==> src/hw/rtl/fbm_pkg.sv <==
// ----------------------------------------------------------------------------
// fbm_pkg
// Types and constants of the field block metrics engine.
// ----------------------------------------------------------------------------
package fbm_pkg;

  localparam int LANES      = 8;
  localparam int PIX_W      = 8;
  localparam int POS_W      = 3;
  localparam int SAD_SUM_W  = 11;
  localparam int COMB_SUM_W = 13;
  localparam int VAR_SUM_W  = 11;
  localparam int SAD_ACC_W  = 13;
  localparam int COMB_ACC_W = 15;
  localparam int VAR_ACC_W  = 13;

  // item positions inside a block
  localparam logic [POS_W-1:0] POS_FIRST    = 3'd0;
  localparam logic [POS_W-1:0] POS_VAR_LAST = 3'd3;
  localparam logic [POS_W-1:0] POS_LAST     = 3'd4;
  localparam logic [POS_W-1:0] POS_IDLE     = 3'd5;

  typedef struct packed {
    logic [63:0] line_a;
    logic [63:0] line_b;
    logic        block_start;
  } in_item_t;

  typedef struct packed {
    logic [12:0] sad_sum;
    logic [14:0] comb_sum;
    logic [14:0] variation_sum;
  } out_item_t;

  // per-pixel terms found by one lane
  typedef struct packed {
    logic [7:0] sad;
    logic [9:0] comb;
    logic [7:0] vari;
  } lane_terms_t;

  // control that travels with the lane stage
  typedef struct packed {
    logic valid;
    logic clear;
    logic add_sc;
    logic add_var;
    logic emit;
  } s1_ctrl_t;

endpackage

==> src/hw/rtl/fbm_lane.sv <==
// ----------------------------------------------------------------------------
// fbm_lane
// One pixel column: absolute differences and comb terms, registered.
// ----------------------------------------------------------------------------
module fbm_lane (
  input  logic                 clk,
  input  logic                 en,
  input  logic [7:0]           pa,
  input  logic [7:0]           pb,
  input  logic [7:0]           ca,
  input  logic [7:0]           cb,
  output fbm_pkg::lane_terms_t terms_r
);
  import fbm_pkg::*;

  logic signed [8:0] d_sad;
  logic signed [8:0] d_var;
  logic signed [9:0] d_ca;
  logic signed [9:0] d_cb;
  logic [8:0]        abs_ca;
  logic [8:0]        abs_cb;
  lane_terms_t       terms_nxt;

  assign d_sad = $signed({1'b0, pa}) - $signed({1'b0, cb});
  assign d_var = $signed({1'b0, pa}) - $signed({1'b0, ca});
  assign d_ca  = $signed({1'b0, pa, 1'b0}) - $signed({2'b00, pb}) - $signed({2'b00, cb});
  assign d_cb  = $signed({1'b0, cb, 1'b0}) - $signed({2'b00, pa}) - $signed({2'b00, ca});

  always_comb begin
    abs_ca = d_ca[9] ? 9'(-d_ca) : d_ca[8:0];
    abs_cb = d_cb[9] ? 9'(-d_cb) : d_cb[8:0];
    terms_nxt.sad  = d_sad[8] ? 8'(-d_sad) : d_sad[7:0];
    terms_nxt.vari = d_var[8] ? 8'(-d_var) : d_var[7:0];
    terms_nxt.comb = {1'b0, abs_ca} + {1'b0, abs_cb};
  end

  // payload only, no reset
  always_ff @(posedge clk) begin
    if (en) begin
      terms_r <= terms_nxt;
    end
  end

endmodule

==> src/hw/rtl/fbm_merge.sv <==
// ----------------------------------------------------------------------------
// fbm_merge
// Sum the lane terms, accumulate over the block and hold the result.
// ----------------------------------------------------------------------------
module fbm_merge (
  input  logic                 clk,
  input  logic                 rst_n,
  input  logic                 advance,
  input  fbm_pkg::s1_ctrl_t    ctrl,
  input  fbm_pkg::lane_terms_t terms [fbm_pkg::LANES],
  input  logic                 out_stall,
  output logic                 out_valid,
  output fbm_pkg::out_item_t   out_data
);
  import fbm_pkg::*;

  logic [SAD_SUM_W-1:0]  sad_sum;
  logic [COMB_SUM_W-1:0] comb_sum;
  logic [VAR_SUM_W-1:0]  var_sum;
  logic [SAD_ACC_W-1:0]  sad_acc_r, sad_acc_nxt;
  logic [COMB_ACC_W-1:0] comb_acc_r, comb_acc_nxt;
  logic [VAR_ACC_W-1:0]  var_acc_r, var_acc_nxt;
  logic                  out_valid_r, out_valid_nxt;
  out_item_t             out_data_r, out_data_nxt;
  logic                  take;

  always_comb begin
    sad_sum  = '0;
    comb_sum = '0;
    var_sum  = '0;
    for (int i = 0; i < LANES; i++) begin
      sad_sum  = sad_sum  + SAD_SUM_W'(terms[i].sad);
      comb_sum = comb_sum + COMB_SUM_W'(terms[i].comb);
      var_sum  = var_sum  + VAR_SUM_W'(terms[i].vari);
    end
  end

  assign take = ctrl.valid && advance;

  always_comb begin
    sad_acc_nxt  = ctrl.clear ? '0 : sad_acc_r;
    comb_acc_nxt = ctrl.clear ? '0 : comb_acc_r;
    var_acc_nxt  = ctrl.clear ? '0 : var_acc_r;
    if (ctrl.add_sc) begin
      sad_acc_nxt  = sad_acc_nxt + SAD_ACC_W'(sad_sum);
      comb_acc_nxt = comb_acc_nxt + COMB_ACC_W'(comb_sum);
    end
    if (ctrl.add_var) begin
      var_acc_nxt = var_acc_nxt + VAR_ACC_W'(var_sum);
    end
    out_data_nxt.sad_sum       = sad_acc_nxt;
    out_data_nxt.comb_sum      = comb_acc_nxt;
    out_data_nxt.variation_sum = {var_acc_nxt, 2'b00};
    if (take && ctrl.emit) begin
      out_valid_nxt = 1'b1;
    end else if (!out_stall) begin
      out_valid_nxt = 1'b0;
    end else begin
      out_valid_nxt = out_valid_r;
    end
  end

  always_ff @(posedge clk) begin
    if (!rst_n) begin
      sad_acc_r   <= '0;
      comb_acc_r  <= '0;
      var_acc_r   <= '0;
      out_valid_r <= 1'b0;
    end else begin
      out_valid_r <= out_valid_nxt;
      if (take) begin
        sad_acc_r  <= sad_acc_nxt;
        comb_acc_r <= comb_acc_nxt;
        var_acc_r  <= var_acc_nxt;
      end
    end
  end

  always_ff @(posedge clk) begin
    if (take && ctrl.emit) begin
      out_data_r <= out_data_nxt;
    end
  end

  assign out_valid = out_valid_r;
  assign out_data  = out_data_r;

endmodule

==> src/hw/rtl/field_block_metrics.sv <==
// ----------------------------------------------------------------------------
// field_block_metrics
// Inverse-telecine metrics (SAD, line comb, vertical variation) of one
// 8-pixel by 4-field-line block delivered as five transactions.
// ----------------------------------------------------------------------------
//  channel | dir | handshake          | payload
//  in_     | in  | in_valid/in_stall   | fbm_pkg::in_item_t  (line_a, line_b, block_start)
//  out_    | out | out_valid/out_stall | fbm_pkg::out_item_t (sad_sum, comb_sum, variation_sum)
//
// One input transaction per cycle while in_stall is low. The fifth transaction
// of a block goes through the lane registers, and its result into the output register.
// Three register levels: the line and position registers at the input, the
// eight lane registers, and the accumulators with the output register.
// in_stall rises only while a result waits under out_stall and the lane stage
// holds the next block's closing transaction; everything else keeps flowing.
// rst_n is synchronous: position goes idle, accumulators and lines clear.
// ----------------------------------------------------------------------------
module field_block_metrics (
  input  logic               clk,
  input  logic               rst_n,
  input  logic               in_valid,
  output logic               in_stall,
  input  fbm_pkg::in_item_t  in_data,
  output logic               out_valid,
  input  logic               out_stall,
  output fbm_pkg::out_item_t out_data
);
  import fbm_pkg::*;

  logic [POS_W-1:0] pos_r, pos_nxt;
  logic [63:0]      prev_a_r;
  logic [63:0]      prev_b_r;
  logic [POS_W-1:0] k;
  s1_ctrl_t         s1_r, s1_nxt;
  logic             s1_adv;
  logic             accept;
  logic             live;
  lane_terms_t      terms [LANES];

  // Hold the lane stage only if it would load a result over one still waiting.
  assign s1_adv   = !(s1_r.valid && s1_r.emit && out_valid && out_stall);
  assign in_stall = !s1_adv;
  assign accept   = in_valid && s1_adv;

  // Drop transactions outside a block; a block start always restarts.
  assign live    = accept && (in_data.block_start || (pos_r < POS_IDLE));
  assign k       = in_data.block_start ? POS_FIRST : pos_r;
  assign pos_nxt = k + POS_W'(1);

  always_comb begin
    s1_nxt.valid   = live;
    s1_nxt.clear   = in_data.block_start;
    // the first transaction of a block only latches its lines
    s1_nxt.add_sc  = (k != POS_FIRST);
    // vertical variation covers the first three line pairs of A
    s1_nxt.add_var = (k != POS_FIRST) && (k <= POS_VAR_LAST);
    s1_nxt.emit    = (k == POS_LAST);
  end

  always_ff @(posedge clk) begin
    if (!rst_n) begin
      pos_r    <= POS_IDLE;
      prev_a_r <= '0;
      prev_b_r <= '0;
      s1_r     <= '0;
    end else begin
      if (s1_adv) begin
        s1_r <= s1_nxt;
      end
      if (live) begin
        pos_r    <= pos_nxt;
        prev_a_r <= in_data.line_a;
        prev_b_r <= in_data.line_b;
      end
    end
  end

  // One lane per pixel column: previous A/B lines against current ones.
  for (genvar j = 0; j < LANES; j++) begin : g_lane
    fbm_lane u_lane (
      .clk     (clk),
      .en      (s1_adv),
      .pa      (prev_a_r[PIX_W*j +: PIX_W]),
      .pb      (prev_b_r[PIX_W*j +: PIX_W]),
      .ca      (in_data.line_a[PIX_W*j +: PIX_W]),
      .cb      (in_data.line_b[PIX_W*j +: PIX_W]),
      .terms_r (terms[j])
    );
  end

  // Merge lanes, accumulate and present the block result.
  fbm_merge u_merge (
    .clk       (clk),
    .rst_n     (rst_n),
    .advance   (s1_adv),
    .ctrl      (s1_r),
    .terms     (terms),
    .out_stall (out_stall),
    .out_valid (out_valid),
    .out_data  (out_data)
  );

endmodule

==> config.mk <==
export PLATFORM = sky130hd
export DESIGN_NAME = field_block_metrics
export DESIGN_NICKNAME = d
export VERILOG_FILES = /design/src/hw/rtl/fbm_pkg.sv /design/src/hw/rtl/fbm_lane.sv /design/src/hw/rtl/fbm_merge.sv /design/src/hw/rtl/field_block_metrics.sv
export SDC_FILE = /design/constraint.sdc
export NUM_CORES = 2
export LEC_CHECK = 0
export ABC_AREA = 1
export BUFFER_PORTS_ARGS = -buffer_cell sky130_fd_sc_hd__buf_2
export CAP_MARGIN = 20
export CORE_MARGIN = 2
export CORE_UTILIZATION = 52
export CTS_BUF_LIST = sky130_fd_sc_hd__clkbuf_8
export DETAILED_ROUTE_END_ITERATION = 10
export PLACE_DENSITY = 0.7
export SLEW_MARGIN = 25
export SYNTH_ARGS = -nofsm -noshare
export SYNTH_HDL_FRONTEND = slang
export SYNTH_SLANG_ARGS = --single-unit
==> constraint.sdc <==
create_clock -name clk -period 16.19 [get_ports clk]
set_clock_uncertainty 0.2 [all_clocks]
set_input_delay 1.619 -clock clk [delete_from_list [all_inputs] [get_ports clk]]
set_output_delay 1.619 -clock clk [all_outputs]
set_load 0.02 [all_outputs]
==> summary.md <==
| Metric | Value |
|---|---|
| Status | `finished, final reports clean` |
| Post-Syn Area | `47480 µm²` |
| Worst-path maximum fanout | `6` |
| Final Hold Vio Count | `0` |
| Hold Crit Class | `reg2reg` |
| Worst Tran Pin Value | `1.087 ns` |
| Full die area | `93740 µm²` |
| Reg2reg setup slack | `9.57 ns` |
| Slowest-stage cell, CP | `fa_1` |
| Layout area overhead | `8.259%` |
| Number of global-route vias before repair | `39780` |
| CTS tree | `done` |
| FP Rows | `110` |
| CTS Buf Count | `85` |
| Drt pass-1 iters | `6` |
| PostCTS Resize Cnt | `0` |
| Port bufs | `175` |
| Via density | `5.274` |
| Req. time, crit path | `16.64 ns` |
| Pin count of the biggest net entering global routing | `131` |
| IO Count | `178` |
| Yosys top cell by area | `edfxtp_1` |
| ANT nets after route | `0` |
| Main synth FF type | `edfxtp_1` |
| R2r worst-path depth | `30` |
| Initial core utilization | `52.59%` |
| H-Tree Depth | `3` |
| Grt ovf | `0` |
| Hold endpoint | `prev_b_r[32]` |
| Initial antenna violation count | `6` |
| First DRT Iteration DRCs | `2876` |
| Minimum clock period | `6.619 ns` |
| Max Slew Vio Count | `0` |
| Die height | `306.2 µm` |
| Dpl cell area | `49530 µm²` |
| WHS | `0.2558 ns` |
| Sink Count | `427` |
| RSZ-0062 raised after global routing | `false` |
| CP arrival | `7.07 ns` |
| Final setup TNS | `0 ns` |
| Gr usage total | `27.61%` |
| EDFF count, synth | `249` |
| Ys Warns | `0` |
| Design area | `51400 µm²` |
| Die Width | `306.2 µm` |
| Critical R2R Capture | `u_merge.comb_acc_r[13]` |
| Util after Layout | `56.93%` |
| Cts hold-fix bufs | `0` |
| Period utilization | `40.89%` |
| Max incr delay on CP | `0.54 ns` |
| First-pass GRT wire length | `207500 µm` |
| GPL Wtd Cong | `0.9502` |
| Core area | `90290 µm²` |
| Synthesized instance count | `6437` |
| Dpl hpwl | `105900 µm` |
| Worst Hold Depth | `2` |
| CP Class | `reg2reg` |
| Seq/Total Area, Yosys | `23.25%` |
| Synth top area share | `15.75%` |
| Max Cap Viol | `0` |
| Register bit total from synthesis | `427` |
| Synth cell types | `45` |
| Final setup vio count | `0` |
| DRC viols | `0` |
| CTS Buffer Depth | `3` |
| Post-CTS Setup Repair Bufs | `0` |
| Crit end category | `register` |
| Root Driver | `clkbuf_8` |
| Min-delay src | `prev_b_r[32]` |
| Worst r2r src | `g_lane[0].u_lane.terms_r[10]` |
| DR vias | `41600` |
| Detailed Route WL | `129400 µm` |
| Top post-synthesis cells by area | `edfxtp_1 (16%), ha_1 (15%), nand2_1 (12%), fa_1 (11%), inv_1 (10%)` |
| Slew headroom | `27.42%` |
| Fmax | `151.1 MHz` |
| Clock slew at reported path FFs | `0.06 ns` |
| Nets | `7620` |
| CP startpoint kind | `register` |
| Clk Latency, worst-skew pair | `0.75 ns` |
| Routed WL per cell | `16.40 µm` |
| Number of fill cells in the layout | `8537` |
| Syn Area/Cell | `7.376 µm²` |
| Async S/R FF share, synth | `0%` |
| Share of cells above drive strength 1 | `5.560%` |
==> layout by cell type, fill, tap and decap left out, drive strengths merged <==
master | Yosys | final
xor2 | 172 | 172
nand3 | 453 | 453
o21bai | 26 | 26
nor3 | 51 | 51
bufinv | 0 | 7
clkinv | 1 | 27
fa | 266 | 266
nand4 | 160 | 160
a21oi | 465 | 465
a21o | 4 | 4
diode | 0 | 2
a31oi | 16 | 16
a21boi | 1 | 1
nand3b | 73 | 73
xnor2 | 132 | 132
buf | 42 | 187
o21ai | 277 | 277
edfxtp | 249 | 249
clkinvlp | 0 | 2
dfxtp | 178 | 178
inv | 1284 | 1310
and2 | 6 | 6
o211ai | 21 | 21
o2111ai | 8 | 8
ha | 580 | 580
o21a | 21 | 21
o311ai | 1 | 1
nor2 | 397 | 397
or2 | 32 | 32
nand2 | 1487 | 1487
conb | 1 | 2
clkbuf | 29 | 94
a211oi | 4 | 4
==> how the worst max path moves through the flow <==
stage / endpoint / from / cells after the start
after floorplan: u_merge.out_data[28] / g_lane[0].u_lane.terms_r[10] / 27
after global placement: u_merge.comb_acc_r[13] / g_lane[0].u_lane.terms_r[10] / 29
after detailed placement: u_merge.comb_acc_r[13] / g_lane[0].u_lane.terms_r[10] / 30
after CTS: u_merge.comb_acc_r[13] / g_lane[0].u_lane.terms_r[10] / 30
after global routing: u_merge.var_acc_r[12] / g_lane[1].u_lane.terms_r[0] / 33
final: u_merge.comb_acc_r[13] / g_lane[0].u_lane.terms_r[10] / 30
==> per-stage QoR <==
stage,setup slack [ns],cells
2_1_floorplan,10.23,6438
5_1_grt,9.123,7887
3_3_place_gp,9.720,7728
6_report,9.571,7887
3_5_place_dp,9.615,7728
4_1_cts,9.607,7883
==> worst max-delay path, delay by kind of cell, from the launching register on <==
family                   cells  cell delay [ns]
buffers and inverters        5             0.32
XOR/XNOR                     2             0.37
AO/OA/AOI/OAI                9             1.56
AND/OR/NAND/NOR              7             0.56
adder cells (fa/ha/maj)      7             3.16
flip-flops                   1             0.37
==> cell usage after synthesis, types with 21 or more instances <==
cell / count
nand3b_1: 73
a21oi_1: 461
o21ai_0: 186
xnor2_1: 132
inv_1: 1272
edfxtp_1: 249
xor2_1: 172
o21bai_1: 26
o21ai_1: 85
nand3_1: 448
dfxtp_1: 178
nand2_1: 1485
nor3_1: 51
nand4_1: 160
nor2_1: 395
o211ai_1: 21
o21a_1: 21
fa_1: 266
or2_2: 29
ha_1: 580
buf_2: 26
clkbuf_1: 29
==> flip-flops by register name, indices dropped and copies added (netlist names) <==
| register | cells |
|---|---|
| g_lane.u_lane.terms_r | 208 |
| prev_a_r | 64 |
| prev_b_r | 64 |
| u_merge.out_data | 41 |
| u_merge.comb_acc_r | 15 |
| u_merge.sad_acc_r | 13 |
| u_merge.var_acc_r | 13 |
| s1_r | 5 |
| pos_r | 3 |
| u_merge.out_valid | 1 |
==> area by class of cell <==
type | count | area, µm² | share of cell area [%]
multi-input cells | 4655 | 31240 | 60.77
flip-flops and latches | 427 | 11040 | 21.48
inverters | 1285 | 4832 | 9.401
well taps | 1176 | 1471 | 2.863
clock buffers | 94 | 1294 | 2.517
repair buffers | 187 | 1001 | 1.947
clock inverters | 61 | 521.8 | 1.015
diodes | 2 | 5.005 | 0.009737
==> layer usage <==
| metal | wire (µm) | global-route usage, % |
|---|---|---|
| met4 | 3186 | 7.501 |
| met1 | 59310 | 37.21 |
| met5 | 11 | 0 |
| met2 | 60580 | 47.13 |
| met3 | 6270 | 2.979 |
==> logic make-up after synthesis <==
| kind of cell | count (synthesis) | synth area share, % |
|---|---|---|
| AO/OA/AOI/OAI | 844 | 9.550 |
| XOR/XNOR | 304 | 5.608 |
| adder cells (fa/ha/maj) | 846 | 26.50 |
| buffers and inverters | 1356 | 10.99 |
| flip-flops | 427 | 23.25 |
| other | 1 | 0.007898 |
| AND/OR/NAND/NOR | 2659 | 24.09 |
Power is left out: the tool's default activity adds up to more than one toggle a clock period on the data nets, which glitch-free logic cannot reach.
